<file path="config.mk">
export PLATFORM = sky130hd
export DESIGN_NAME = qrs_front
export DESIGN_NICKNAME = d
export VERILOG_FILES = /design/src/sv/qrs_pkg.sv /design/src/sv/qrs_front.sv
export SDC_FILE = /design/constraint.sdc
export NUM_CORES = 2
export LEC_CHECK = 0
export ABC_AREA = 1
export BUFFER_PORTS_ARGS = -buffer_cell sky130_fd_sc_hd__buf_2
export CAP_MARGIN = 10
export CELL_PAD_IN_SITES_DETAIL_PLACEMENT = 1
export CELL_PAD_IN_SITES_GLOBAL_PLACEMENT = 1
export CORE_MARGIN = 10
export CORE_UTILIZATION = 49
export DETAILED_ROUTE_END_ITERATION = 10
export HOLD_SLACK_MARGIN = 0.05
export PLACE_DENSITY = 0.87
export SYNTH_ARGS = -nofsm -noshare
export SYNTH_HDL_FRONTEND = slang
export SYNTH_SLANG_ARGS = --single-unit
</file>
<file path="constraint.sdc">
create_clock -name clk -period 3.55 [get_ports clk]
set_clock_uncertainty 0.1 [all_clocks]
set_input_delay 0.355 -clock clk [delete_from_list [all_inputs] [get_ports clk]]
set_output_delay 0.355 -clock clk [all_outputs]
set_load 0.02 [all_outputs]
</file>
<file path="src/sv/qrs_pkg.sv">
// ----------------------------------------------------------------------------
// qrs_pkg
// Shared types and widths of the quadratic root solver pipeline.
// ----------------------------------------------------------------------------
package qrs_pkg;

    localparam int COEF_W = 16;                 // Q8.8 coefficient
    localparam int NB_W   = 25;                 // -b * 256, signed
    localparam int MAG_W  = 34;                 // |b*b - 4ac|
    localparam int RAD_W  = MAG_W + 16;         // radicand scaled by 2^16
    localparam int ROOT_W = RAD_W / 2;          // floor square root
    localparam int REM_W  = ROOT_W + 3;         // square root remainder
    localparam int NUM_W  = 27;                 // numerator nb +/- root, signed
    localparam int DVD_W  = NUM_W - 1 + 7;      // |n| * 128
    localparam int DVS_W  = COEF_W;             // |a|
    localparam int VAL_W  = 32;                 // Q16.16 result
    localparam int QS_W   = DVD_W + 1;          // signed quotient

    localparam logic signed [VAL_W-1:0] VAL_MAX = {1'b0, {(VAL_W-1){1'b1}}};
    localparam logic signed [VAL_W-1:0] VAL_MIN = {1'b1, {(VAL_W-1){1'b0}}};

    typedef enum logic [1:0] {
        KIND_DISTINCT = 2'd0,
        KIND_DOUBLE   = 2'd1,
        KIND_COMPLEX  = 2'd2,
        KIND_DEGEN    = 2'd3
    } kind_t;

    // travels alongside the square root stages
    typedef struct packed {
        kind_t                    kind;
        logic signed [COEF_W-1:0] a;
        logic signed [NB_W-1:0]   nb;
    } sq_side_t;

    // travels alongside the divider stages
    typedef struct packed {
        kind_t             kind;
        logic              neg1;
        logic              neg2;
        logic [DVS_W-1:0]  dvs;
    } dv_side_t;

    typedef struct packed {
        kind_t                   kind;
        logic signed [VAL_W-1:0] v1;
        logic signed [VAL_W-1:0] v2;
        logic                    sat;
    } res_t;

endpackage

</file>
<file path="src/sv/qrs_front.sv">
// ----------------------------------------------------------------------------
// qrs_front
// Two stages: coefficient products, then discriminant, kind and radicand.
// ----------------------------------------------------------------------------
module qrs_front (
    input  logic                             clk,
    input  logic                             rst_n,
    input  logic                             en,
    input  logic                             in_valid,
    input  logic signed [qrs_pkg::COEF_W-1:0] a,
    input  logic signed [qrs_pkg::COEF_W-1:0] b,
    input  logic signed [qrs_pkg::COEF_W-1:0] c,
    output logic                             out_valid,
    output logic [qrs_pkg::RAD_W-1:0]        rad,
    output qrs_pkg::sq_side_t                side
);
    import qrs_pkg::*;

    logic                      v1_reg;
    logic signed [COEF_W-1:0]  a1_reg;
    logic signed [COEF_W-1:0]  b1_reg;
    logic signed [2*COEF_W-1:0] bb_reg;
    logic signed [2*COEF_W-1:0] ac_reg;
    logic signed [2*COEF_W-1:0] bb_next;
    logic signed [2*COEF_W-1:0] ac_next;

    logic                      v2_reg;
    logic [RAD_W-1:0]          rad_reg;
    sq_side_t                  side_reg;
    logic signed [MAG_W:0]     disc;
    logic [MAG_W-1:0]          mag;
    sq_side_t                  side_next;

    assign bb_next = b * b;
    assign ac_next = a * c;

    assign disc = (MAG_W+1)'(bb_reg) - ((MAG_W+1)'(ac_reg) <<< 2);
    assign mag  = disc[MAG_W] ? MAG_W'(-disc) : disc[MAG_W-1:0];

    always_comb
    begin
        side_next.a  = a1_reg;
        side_next.nb = -(NB_W'(b1_reg) <<< 8);
        if (a1_reg == '0)
        begin
            side_next.kind = KIND_DEGEN;
        end
        else if (disc[MAG_W])
        begin
            side_next.kind = KIND_COMPLEX;
        end
        else if (disc == '0)
        begin
            side_next.kind = KIND_DOUBLE;
        end
        else
        begin
            side_next.kind = KIND_DISTINCT;
        end
    end

    always_ff @(posedge clk or negedge rst_n)
    begin
        if (!rst_n)
        begin
            v1_reg <= 1'b0;
            v2_reg <= 1'b0;
        end
        else if (en)
        begin
            v1_reg <= in_valid;
            v2_reg <= v1_reg;
        end
    end

    always_ff @(posedge clk)
    begin
        if (en)
        begin
            a1_reg   <= a;
            b1_reg   <= b;
            bb_reg   <= bb_next;
            ac_reg   <= ac_next;
            rad_reg  <= {mag, 16'd0};
            side_reg <= side_next;
        end
    end

    assign out_valid = v2_reg;
    assign rad       = rad_reg;
    assign side      = side_reg;

endmodule

</file>
==> out/results.ini, run 1 <==
[grt]
overflow=12
grt_usage=0.740
antenna_found_initial=19
grt_max_degree=76

[timing]
worst_path_end_type=register input
timing.grt.repair.worst_endpoint=bb_reg[29]$_DFFE_PP_/D

[status]
error=[ERROR GRT-0232] Routing congestion too high. Check the congestion heatmap in the GUI.
status=aborted with a tool error
stop_stage=global routing (5_1_grt)

[yosys]
ys_seq_elements=164
synthArstFlopShare=0.0122
synth_top_area_cell=fa_1
avgSynthCellArea_um2=8.30
yosysSeqAreaShare=0.172
yosysWarnings=0
synth_top_area_share=0.347
synth_edf_count=162
syn_area_mm2=0.0286
postSynthCellCount=3446
synth-main-ff-cell=edfxtp_1
synth_cell_types=48
yosys-top-cells-area=fa_1, edfxtp_1, inv_1

[place]
post-dp-hpwl_mm=89.8
gp_congestion=0.913
port_buffers=121

[clocking]
cts_made_buffers=17
h-tree-depth=4
clockBufferDepth=2
cts.sinks=164
clock-root-buffer=clkbuf_16

[floorplanning]
die_h_um=262
start_util=0.495
die_x_um=262
io_pins=146
num_rows=88

[what timing repair did]
action / CTS
setup buffers: 97
hold endpoints to repair: 7
setup endpoints to repair: 85
hold buffers: 6
resized for setup: 537
pin swaps: 197
gates cloned: 1
[cells in the mapped netlist (18+ instances only)]
master    count
edfxtp_1    162
xor2_1       82
inv_1       983
xnor2_1      40
nand4_1      33
nor3_1       18
nand2_1     818
o21ai_0      45
nand3_1      84
nor2_1      152
buf_4        26
ha_1        207
a21oi_1      80
fa_1        496
clkbuf_1     90
[routing by layer]
metal,track usage,GRT overflow
met5,0.410,0
met4,0.707,5
met3,0.664,0
met2,0.873,7
met1,0.716,0
[per-stage QoR]
stage	worst slack, ns	area [um2]	std cells	TNS, ns	hold WS [ns]
3_5_place_dp	-2.87	33600	4614	-113.47	0.0431
2_1_floorplan	-1.90	30500	3469	-71.63	-0.0406
3_3_place_gp	-2.36	33600	4614	-95.90	0.0404
4_1_cts	-1.99	37000	4740	-78.02	0.0545
[cell families after synthesis]
logic type | Yosys count | synth area share
compound gates | 169 | 0.0334
fa+ha+maj | 703 | 0.438
simple gates | 1169 | 0.169
buf+inv | 1117 | 0.151
other cells | 1 | 0.000131
flops | 164 | 0.172
xor+xnor | 123 | 0.0379
==> run 2, diff against run 1 <==
Settings changed: CELL_PAD_IN_SITES_DETAIL_PLACEMENT 1 to unset, CELL_PAD_IN_SITES_GLOBAL_PLACEMENT 1 to unset, CORE_UTILIZATION 49 to 38, HOLD_SLACK_MARGIN 0.05 to unset, PLACE_DENSITY 0.87 to unset, PLACE_DENSITY_LB_ADDON set to 0.15.
==> run 2 against run 1 <==
Net effect:
- the flow now finishes, with violations (negative setup slack)
- synthesized area did not move
- synthesized cell count did not move
==> out/results.ini, run 2 <==
[status]
status=complete, but fails checks
violations=negative setup slack

[grt]
grt_pass1_vias=23500
overflow=0
grt_usage=0.175
grt_pass1_wl_mm=122
antenna_found_initial=0
grt_max_degree=65

[cells_and_area]
fill_cells=7118
syn2layout_area_growth_pct=31.3
final_cell_mix=inv_1, nand2_1, fa_1
final_common_cell=inv_1
n_antenna_cell=0
finish.utilization=0.504
stdcell_count=4967
largest_reg_flops=35
drive_gt1_frac=0.290
nets=4740
stdcell_area_mm2=0.0376

[detailed_routing]
via_count=22600
totalWireLength_mm=73.8
drtPass1Iterations=5
drc=0
via_per_inst=4.55
dr.first_iter.drc_count=1014
wl_per_cell_um=14.9
drtAntennaViolNets=0

[yosys]
synthArstFlopShare=0.0122
syn_area_mm2=0.0286
synth_edf_count=162
postSynthCellCount=3446
avgSynthCellArea_um2=8.30
yosysMostFrequentCell=inv_1
synth_top_area_share=0.347
synth-main-ff-cell=edfxtp_1
synth_top_area_cell=fa_1
yosys-top-cells-area=fa_1, edfxtp_1, inv_1
synth_top_cells_by_count=inv_1, nand2_1, fa_1
yosysSeqAreaShare=0.172
ys_seq_elements=164
yosysWarnings=0
synth_cell_types=48

[floorplanning]
die_area_mm2=0.0867
die_h_um=294
num_rows=100
io_pins=146
core_area_mm2=0.0746
start_util=0.384
die_x_um=294

[timing]
rsz0062_at_grt=true
max_freq_mhz=187
post-route-period-util=1.50
slew_headroom=0.492
final_max_slew_viol_count=0
min_period_ns=5.33
setup_tns_ns=-66.12
report.final.hold_viol_count=0
tightest_slew_ns=0.761
finalSetupViolations=51
fin_ws_ns=-1.78

[worst_hold_path]
hold_path_class=in -> reg
hold-path-cell-count=1

[clocking]
tritoncts=yes
clk_latency_ns=0.47
clkTransAtPathRegs_ns=0.07
cts.sinks=164
cts_made_buffers=17
clockBufferDepth=2
h-tree-depth=4
clock-root-buffer=clkbuf_16

[place]
placedCellCount=4838
post-dp-hpwl_mm=62.3
gp_congestion=0.905
port_buffers=121
placed_area_mm2=0.0341

[setup_path]
worstPathArrival_ns=5.45
cp-start-kind=primary input
ff2ff_path_depth=16
crit_fanout=4
crit_path_cell_trace=buf_8 > clkinvlp_4 > or2_4 > fa_1 > fa_1 > inv_1 > fa_1 > fa_2 > fa_1 > inv_1 > fa_1 > inv_2 > ha_4 > buf_6 > a21oi_4 > o21ai_0 > a21oi_2 > nand3_2 > buf_4 > buf_6 > buf_6 > xor2_2
end_kind=flip-flop
crit_slowest_cell=fa_1
critical-path-max-stage-delay_ns=0.52
crit_top_cell=fa_1
critical_path_class=in -> reg
worstPathRequired_ns=3.67

[job]
drv_cap=0

-- run 2: cell counts after synthesis --
No cell type changed its count.
-- run 2: critical path: cells and delay by family --
kind / cells / cell delay, ns
fa+ha+maj: 7 / 3.15
buf+inv: 9 / 0.86
xor+xnor: 1 / 0.16
compound gates: 3 / 0.54
simple gates: 2 / 0.39
-- run 2: per-stage QoR --
stage | setup WS, ns | hold WS [ns]
6_report | -1.78 | 0.0467
5_1_grt | -1.95 | 0.0205
4_1_cts | -1.72 | 0.0119
3_5_place_dp | -2.47 | 0.0418
3_3_place_gp | -2.42 | 0.0413
2_1_floorplan | -1.90 | -0.0406
-- run 2: path summary, 6_finish.rpt --
check	startpoint	endpoint	slack, ns
setup / recovery	c[15]	ac_reg[22]$_DFFE_PP_	-1.78
hold / removal	a[11]	a1_reg[11]$_DFFE_PP_	0.05
setup reg to reg	ac_reg[0]$_DFFE_PP_	rad[40]$_DFFE_PP_	0.29
hold reg to reg	a1_reg[5]$_DFFE_PP_	side[30]$_DFFE_PP_	0.35
max in group asynchronous	rst_n	out_valid$_DFFE_PN0P_	3.16
min in group asynchronous	rst_n	v1_reg$_DFFE_PN0P_	0.10
-- run 2: repair_timing --
action,CTS,global route
setup endpoints to repair,52,75
gates resized for setup,298,282
hold buffers,3,0
hold endpoints to repair,4,0
pin swaps,128,194
setup buffers,41,61
-- run 2: logic make-up (layout without fill, tap and decap cells) --
logic type	Yosys count	count (layout)	share of synthesized area
AND/OR/NAND/NOR	1169	1169	0.169
other	1	24	0.000131
buffers and inverters	1117	1646	0.151
XOR/XNOR	123	123	0.0379
AO/OA/AOI/OAI	169	169	0.0334
flip-flops	164	164	0.172
adder cells (fa/ha/maj)	703	703	0.438
-- run 2: area by class of cell --
class	count	area [um2]	share of cell area
clock buffer	17	425	0.0113
clock inverter	15	194	0.00516
inverter	998	3780	0.101
multi-input combinational	2188	21800	0.579
sequential	164	4910	0.131
tap	969	1210	0.0323
timing repair buffer	616	5290	0.141
-- run 2: per-layer routing --
metal | GRT usage | part of all wire
met1 | 0.244 | 0.46
met2 | 0.290 | 0.48
met3 | 0.0211 | 0.045
met4 | 0.0371 | 0.015
met5 | 0 | 0
Power of run 2 is left out: the tool's default activity adds up to more than one toggle a clock period on the data nets, which glitch-free logic cannot reach.
