<file path="config.mk">
export PLATFORM = sky130hd
export DESIGN_NAME = qrs_sqrt
export DESIGN_NICKNAME = d
export VERILOG_FILES = /design/src/sv/qrs_pkg.sv /design/src/sv/qrs_sqrt.sv
export SDC_FILE = /design/constraint.sdc
export NUM_CORES = 2
export LEC_CHECK = 0
export ABC_CLOCK_PERIOD_IN_PS = 3100
export BUFFER_PORTS_ARGS = -buffer_cell sky130_fd_sc_hd__clkbuf_2
export CELL_PAD_IN_SITES_DETAIL_PLACEMENT = 0
export CELL_PAD_IN_SITES_GLOBAL_PLACEMENT = 1
export CORE_MARGIN = 2
export CORE_UTILIZATION = 49
export CTS_CLUSTER_SIZE = 20
export DETAILED_ROUTE_END_ITERATION = 12
export GPL_TIMING_DRIVEN = 0
export PLACE_DENSITY_LB_ADDON = 0.1
export SYNTH_ARGS = -nofsm -noshare
export SYNTH_HDL_FRONTEND = slang
export SYNTH_SLANG_ARGS = --single-unit
</file>
<file path="constraint.sdc">
create_clock -name clk -period 3.1 [get_ports clk]
set_input_delay 0.155 -clock clk [delete_from_list [all_inputs] [get_ports clk]]
set_output_delay 0.155 -clock clk [all_outputs]
set_load 0.02 [all_outputs]
</file>
<file path="src/sv/qrs_pkg.sv">
// ----------------------------------------------------------------------------
// qrs_pkg
// Shared types and widths of the quadratic root solver pipeline.
// ----------------------------------------------------------------------------
package qrs_pkg;

    localparam int COEF_W = 16;                 // Q8.8 coefficient
    localparam int NB_W   = 25;                 // -b * 256, signed
    localparam int MAG_W  = 34;                 // |b*b - 4ac|
    localparam int RAD_W  = MAG_W + 16;         // radicand scaled by 2^16
    localparam int ROOT_W = RAD_W / 2;          // floor square root
    localparam int REM_W  = ROOT_W + 3;         // square root remainder
    localparam int NUM_W  = 27;                 // numerator nb +/- root, signed
    localparam int DVD_W  = NUM_W - 1 + 7;      // |n| * 128
    localparam int DVS_W  = COEF_W;             // |a|
    localparam int VAL_W  = 32;                 // Q16.16 result
    localparam int QS_W   = DVD_W + 1;          // signed quotient

    localparam logic signed [VAL_W-1:0] VAL_MAX = {1'b0, {(VAL_W-1){1'b1}}};
    localparam logic signed [VAL_W-1:0] VAL_MIN = {1'b1, {(VAL_W-1){1'b0}}};

    typedef enum logic [1:0] {
        KIND_DISTINCT = 2'd0,
        KIND_DOUBLE   = 2'd1,
        KIND_COMPLEX  = 2'd2,
        KIND_DEGEN    = 2'd3
    } kind_t;

    // travels alongside the square root stages
    typedef struct packed {
        kind_t                    kind;
        logic signed [COEF_W-1:0] a;
        logic signed [NB_W-1:0]   nb;
    } sq_side_t;

    // travels alongside the divider stages
    typedef struct packed {
        kind_t             kind;
        logic              neg1;
        logic              neg2;
        logic [DVS_W-1:0]  dvs;
    } dv_side_t;

    typedef struct packed {
        kind_t                   kind;
        logic signed [VAL_W-1:0] v1;
        logic signed [VAL_W-1:0] v2;
        logic                    sat;
    } res_t;

endpackage

</file>
<file path="src/sv/qrs_sqrt.sv">
// ----------------------------------------------------------------------------
// qrs_sqrt
// Pipelined floor square root, one root bit per stage.
// ----------------------------------------------------------------------------
module qrs_sqrt (
    input  logic                       clk,
    input  logic                       rst_n,
    input  logic                       en,
    input  logic                       in_valid,
    input  logic [qrs_pkg::RAD_W-1:0]  rad,
    input  qrs_pkg::sq_side_t          in_side,
    output logic                       out_valid,
    output logic [qrs_pkg::ROOT_W-1:0] root,
    output qrs_pkg::sq_side_t          out_side
);
    import qrs_pkg::*;

    // element 0 is the input, element k+1 the register after stage k
    logic [RAD_W-1:0]  rad_w  [ROOT_W+1];
    logic [REM_W-1:0]  rem_w  [ROOT_W+1];
    logic [ROOT_W-1:0] q_w    [ROOT_W+1];
    sq_side_t          side_w [ROOT_W+1];
    logic              v_w    [ROOT_W+1];

    assign rad_w[0]  = rad;
    assign rem_w[0]  = '0;
    assign q_w[0]    = '0;
    assign side_w[0] = in_side;
    assign v_w[0]    = in_valid;

    for (genvar k = 0; k < ROOT_W; k++)
    begin : g_stage
        logic [REM_W-1:0] cur;
        logic [REM_W-1:0] trial;
        logic             ge;

        assign cur   = {rem_w[k][REM_W-3:0], rad_w[k][RAD_W-1:RAD_W-2]};
        assign trial = REM_W'({q_w[k], 2'b01});
        assign ge    = cur >= trial;

        always_ff @(posedge clk or negedge rst_n)
        begin
            if (!rst_n)
            begin
                v_w[k+1] <= 1'b0;
            end
            else if (en)
            begin
                v_w[k+1] <= v_w[k];
            end
        end

        always_ff @(posedge clk)
        begin
            if (en)
            begin
                rad_w[k+1]  <= rad_w[k] << 2;
                rem_w[k+1]  <= ge ? cur - trial : cur;
                q_w[k+1]    <= {q_w[k][ROOT_W-2:0], ge};
                side_w[k+1] <= side_w[k];
            end
        end
    end

    assign out_valid = v_w[ROOT_W];
    assign root      = q_w[ROOT_W];
    assign out_side  = side_w[ROOT_W];

endmodule

</file>
# Yosys cells after proc, flatten, opt, wreduce, memory -nomap -nowiden
# Cells that the tools add are included.
totals:
  register_bits: 2626
  output_inout_bits: 69
  wordCells: 247
op_classes:
  add_sub_neg: 24
  magnitude_cmp: 25
  n_mux: 24
ops:
  columns: ["cell", "count"]
  rows:
  - ["$mux W26", 23]
  - ["$ge A28 B10 Y1", 1]
  - ["$ge A28 B11 Y1", 1]
  - ["$ge A28 B12 Y1", 1]
  - ["$ge A28 B13 Y1", 1]
  - ["$ge A28 B14 Y1", 1]
  - ["$ge A28 B15 Y1", 1]
  - ["$ge A28 B16 Y1", 1]
  - ["$ge A28 B17 Y1", 1]
  - ["$ge A28 B18 Y1", 1]
  - ["$ge A28 B19 Y1", 1]
  - ["$ge A28 B20 Y1", 1]
  - ["$ge A28 B21 Y1", 1]
  - ["$ge A28 B22 Y1", 1]
  - ["$ge A28 B23 Y1", 1]
  - ["$ge A28 B24 Y1", 1]
  - ["$ge A28 B25 Y1", 1]
  - ["$ge A28 B26 Y1", 1]
  - ["$ge A28 B3 Y1", 1]
  - ["$ge A28 B4 Y1", 1]
  - ["$ge A28 B5 Y1", 1]
  - ["$ge A28 B6 Y1", 1]
  - ["$ge A28 B7 Y1", 1]
  - ["$ge A28 B8 Y1", 1]
  - ["other kinds (27)", 27]

# Logic depth before layout (Yosys ltp)
logic_depth:
  depth_word: 2
  ltp_mapped: 14
  mapped_depth_nobuf: 12

# Least setup slack after synthesis
# OpenSTA, ideal clock, no wires.
synth_path:
  path_type: "reg-to-reg"
  from: "register rem_w, in the netlist g_stage[7].cur[12]"
  to: "register rem_w, in the netlist g_stage[8].cur[17] (data pin)"
  arrival_ns: 2.821
  required_time_ns: 2.829
  setup_slack_ns: 0.007
  path_stages_with_launch: 11
  path_buffers: 1
  period_less_slack_ns: 3.093
  cell_sequence: "edfxtp_1 or4_1 or4_4 or3_4 nor3_4 nand3b_1 or3_1 buf_6 nand4b_2 nor4_1 xor2_1"
synth_between:
  elab_chain_cells: 2
synth_rtl:
  columns: ["element", "line", "rtl"]
  rows:
  - ["start, declared", "qrs_sqrt.sv:20", "logic [REM_W-1:0] rem_w [ROOT_W+1];"]
  - ["start signal, assigned by index", "qrs_sqrt.sv:58", "rem_w[k+1] <= ge ? cur - trial : cur;"]
  - ["$sub A26 B9 Y26 or $ge A28 B9 Y1 (tied branches)", "qrs_sqrt.sv:58, qrs_sqrt.sv:39", null]
  - ["$mux W26 (*)", "qrs_sqrt.sv:58", null]
# Every way passes the cells marked *; elsewhere a longest branch is shown, timed or not.
# A chain may end at the register's enable or synchronous reset.

# Final worst setup path
layout_path:
  from: "register rem_w, in the netlist g_stage[7].cur[12]"
  to: "register rem_w, in the netlist g_stage[8].cur[19] (data pin)"
# The elaborated chain is that of the path after synthesis.

==> summary.md <==
| Metric | Value |
|---|---|
| IO Port Bufs | 165 |
| Worst-case clock skew | 76.47 ps |
| Worst Hold Launch | en |
| Post-Synth Adder-Cell Area | 4.261% |
| Status | finished, violations left |
| Fin area | 0.1221 sq mm |
| Yosys top cell area share | 75.22% |
| Yosys warnings | 0 |
| Pin count of the biggest net entering global routing | 128 |
| Synth Cell Area | 0.1034 sq mm |
| Core Util, Final | 58.28% |
| Sequential share of the synthesized area | 75.83% |
| Failing checks | negative setup slack |
| Num CTS Buffers | 293 |
| Setup TNS | -696.1 ps |
| Placer Congestion | 0.8917 |
| # IOs | 166 |
| Post-synth ARST share | 0.9564% |
| Worst-path maximum fanout | 9 |
| Post-DR vias/cell | 5.111 |
| PwrDens | 732.1 mW/mm^2 |
| Max transition margin | 30.37% |
| Worst setup path startpoint | g_stage[7].cur[12]$_DFFE_PP_ |
| Arr. time, crit path | 3800 ps |
| Drt first-iter violations | 3307 |
| Clock Path Buffers | 4 |
| FF+latch count, synth | 2614 |
| Synth Net Count | 6979 |
| Hold WC Path Type | input pin to register |
| Mux cell area share after synthesis | 0.6683% |
| Final WS setup | -94.54 ps |
| Cell family with most CP delay | simple AND/OR/NAND/NOR gates |
| CP Class | register to register |
| Post-synthesis simple-gate area fraction | 6.696% |
| MaxCap Viol Count | 0 |
| Routed vias | 52676 |
| Post-synth top cells | 2589 x edfxtp_1, 436 x inv_1, 410 x nand2_1 |
| Inst Count DP | 9522 |
| Vias in the first global route | 52654 |
| Final setup fails | 13 |
| Syn avg cell area | 15.83 sq um |
| Max Fclk | 0.3130 GHz |
| Post-Route WL | 174.9 mm |
| Ys flop type | edfxtp_1 |
| Core area | 0.2096 sq mm |
| # DRC | 0 |
| Die Area | 0.2146 sq mm |
| Area Overhead vs Synth | 18.19% |
| Crit-path max cell delay | 550 ps |
| Number of synthesized flops with an enable pin | 2589 |
| RSZ-0062 raised after global routing | true |
| Overall Power | 89.42 mW |
| CTS tree | built |
| Leak | 45.30 nW |
| Clock sink total | 2614 |
| Mean routed wirelength per cell | 16.97 um |
| CTS root buf | clkbuf_16 |
| Worst Max-Slew Pin Slew | 1041 ps |
| Die X | 463.3 um |
| Synth top area cells | edfxtp_1 75%, ha_1 4.3%, xor2_1 2.1% |
| Clock Latency Late Sink | 900 ps |
| Critical R2R Launch | g_stage[7].cur[12]$_DFFE_PP_ |
| Area leader, netlist | edfxtp_1 |
| Reg clk slew, reported paths | 60 ps |
| Hold slack | 64.71 ps |
| Synth unique cells | 82 |
| Antenna violations before repair | 4 |
| Non-filler instance count after layout | 10307 |
| GRT overflow | 0 |
| Final period utilization | 103.0% |
| Final nets | 7745 |
| Setup crit end kind | register |
| Initial core utilization | 49.32% |
| Critical-path top delay cell | or4_4 |
| VDD IR max | 0.6376 mV |
| Minimum clock period | 3195 ps |
| Die height | 463.3 um |
| Hpwl dp | 113.9 mm |
| FP Rows | 168 |
| Post-place setup slack | -1946 ps |
| Crit path buf inv count | 1 |
| Compound-Gate Fraction of Synth Area | 6.312% |
| Cell Area, Placed | 0.1083 sq mm |
| Post-route ant nets | 0 |
| Final hold violation count | 0 |
| H-tree levels | 5 |
| Post-Synth XOR/XNOR Area | 3.941% |
| Worst Path Required | 3710 ps |
| Global-route wire length before repair | 276.4 mm |
| CP cell instances | or4_4, or4_4, or3_4, nor3_4, nand3b_1, or3_4, buf_12, nand3b_4, nor3_1, xor2_1 |
| Startpoint types | register |
| Layout cells sized above 1 | 14.96% |
| Count of pins over their slew limit | 0 |
| Largest family of logic cells by synthesized area | simple AND/OR/NAND/NOR gates |
| First drt pass iteration count | 7 |
| GR Util All Layers | 16.04% |
| Synthesized instance count | 6530 |
| Cell with the most instances after synthesis | edfxtp_1 |
| # fillers | 16111 |
==> worst paths after layout <==
| path | depth (start not counted) | slack, ps | end |
|---|---|---|---|
| max | 10 | -90 | g_stage[8].cur[19]$_DFFE_PP_ |
| min | 3 | 60 | side_w[249]$_DFFE_PP_ |
| max reg2reg | 10 | -90 | g_stage[8].cur[19]$_DFFE_PP_ |
| min reg2reg | 0 | 370 | side_w[717]$_DFFE_PP_ |
| max in group asynchronous | 4 | 2670 | v_w[9]$_DFFE_PN0P_ |
| min in group asynchronous | 4 | 270 | out_valid$_DFFE_PN0P_ |
==> registers in the layout, summed over array words and instances (netlist names) <==
name,count
side_w,1032
g_stage.cur,637
rad_w,552
g_stage.trial,300
out_side,43
root,25
v_w,24
out_valid,1
==> power breakdown <==
group / leakage, nW / internal [mW] / switching (mW)
Sequential: 25.3 / 43.1 / 1.76
Clock: 4.45 / 19.9 / 12.9
Combinational: 15.5 / 5.12 / 6.63
Total: 45.3 / 68.2 / 21.3
==> layout make-up <==
type / count / area, sq um / share of cell area [%]
multi-input combinational: 3335 / 24240 / 19.85
tap: 2805 / 3510 / 2.873
inverter: 439 / 1660 / 1.359
clock buffer: 365 / 7676 / 6.284
sequential: 2614 / 78370 / 64.16
timing repair buffer: 489 / 4423 / 3.621
buffer: 124 / 837.1 / 0.6853
clock inverter: 134 / 1420 / 1.163
antenna: 2 / 5.005 / 0.004097
==> worst register-to-register path, delay by kind of cell, from the launching register on <==
family / cells / cell delay (ps)
XOR/XNOR: 1 / 180
flip-flops: 1 / 390
AND/OR/NAND/NOR: 8 / 2200
buffers and inverters: 1 / 160
==> kinds of logic (layout without fill, tap and decap cells) <==
family,Yosys count,count (layout)
flops,2614,2614
simple gates,1388,1389
compound gates,1066,1066
buf+inv,582,1551
xor+xnor,465,465
fa+ha+maj,352,352
mux,62,62
other cells,1,3
==> cell usage in the layout (no fill, tap or decap), types with 40 or more instances in the layout <==
cell,count
or3_1,51
buf_4,153
clkbuf_16,297
clkbuf_2,180
clkinv_1,40
inv_1,431
o21a_1,65
nand4_1,53
nand3_1,86
nand2_1,407
a21oi_1,274
clkbuf_1,94
edfxtp_1,2589
xnor2_1,214
nor3_1,118
nor2b_1,54
clkinv_2,46
nand2b_1,56
ha_1,324
xor2_1,249
mux2_2,51
o21ai_0,283
nor2_1,268
nor4_1,53
dlygate4sd3_1,187
a21o_1,130
==> metal layers <==
layer  up-vias  track usage, %  share of wire (%)
met5         -               0                  0
met1     25333           20.20                 43
met4         0           7.289                4.3
met3       386           3.009                3.9
li1      26079               -                  -
met2       878           26.98                 49
==> repair_timing <==
action                                 CTS  global route
pin swaps                               39            55
endpoints found under the hold margin  224             0
gates resized for setup                255           205
gates cloned                             5             2
hold buffers                           193             0
buffers inserted                        60            43
setup endpoints to repair              764           384
No activity file was read; power rests on OpenSTA's default activity.
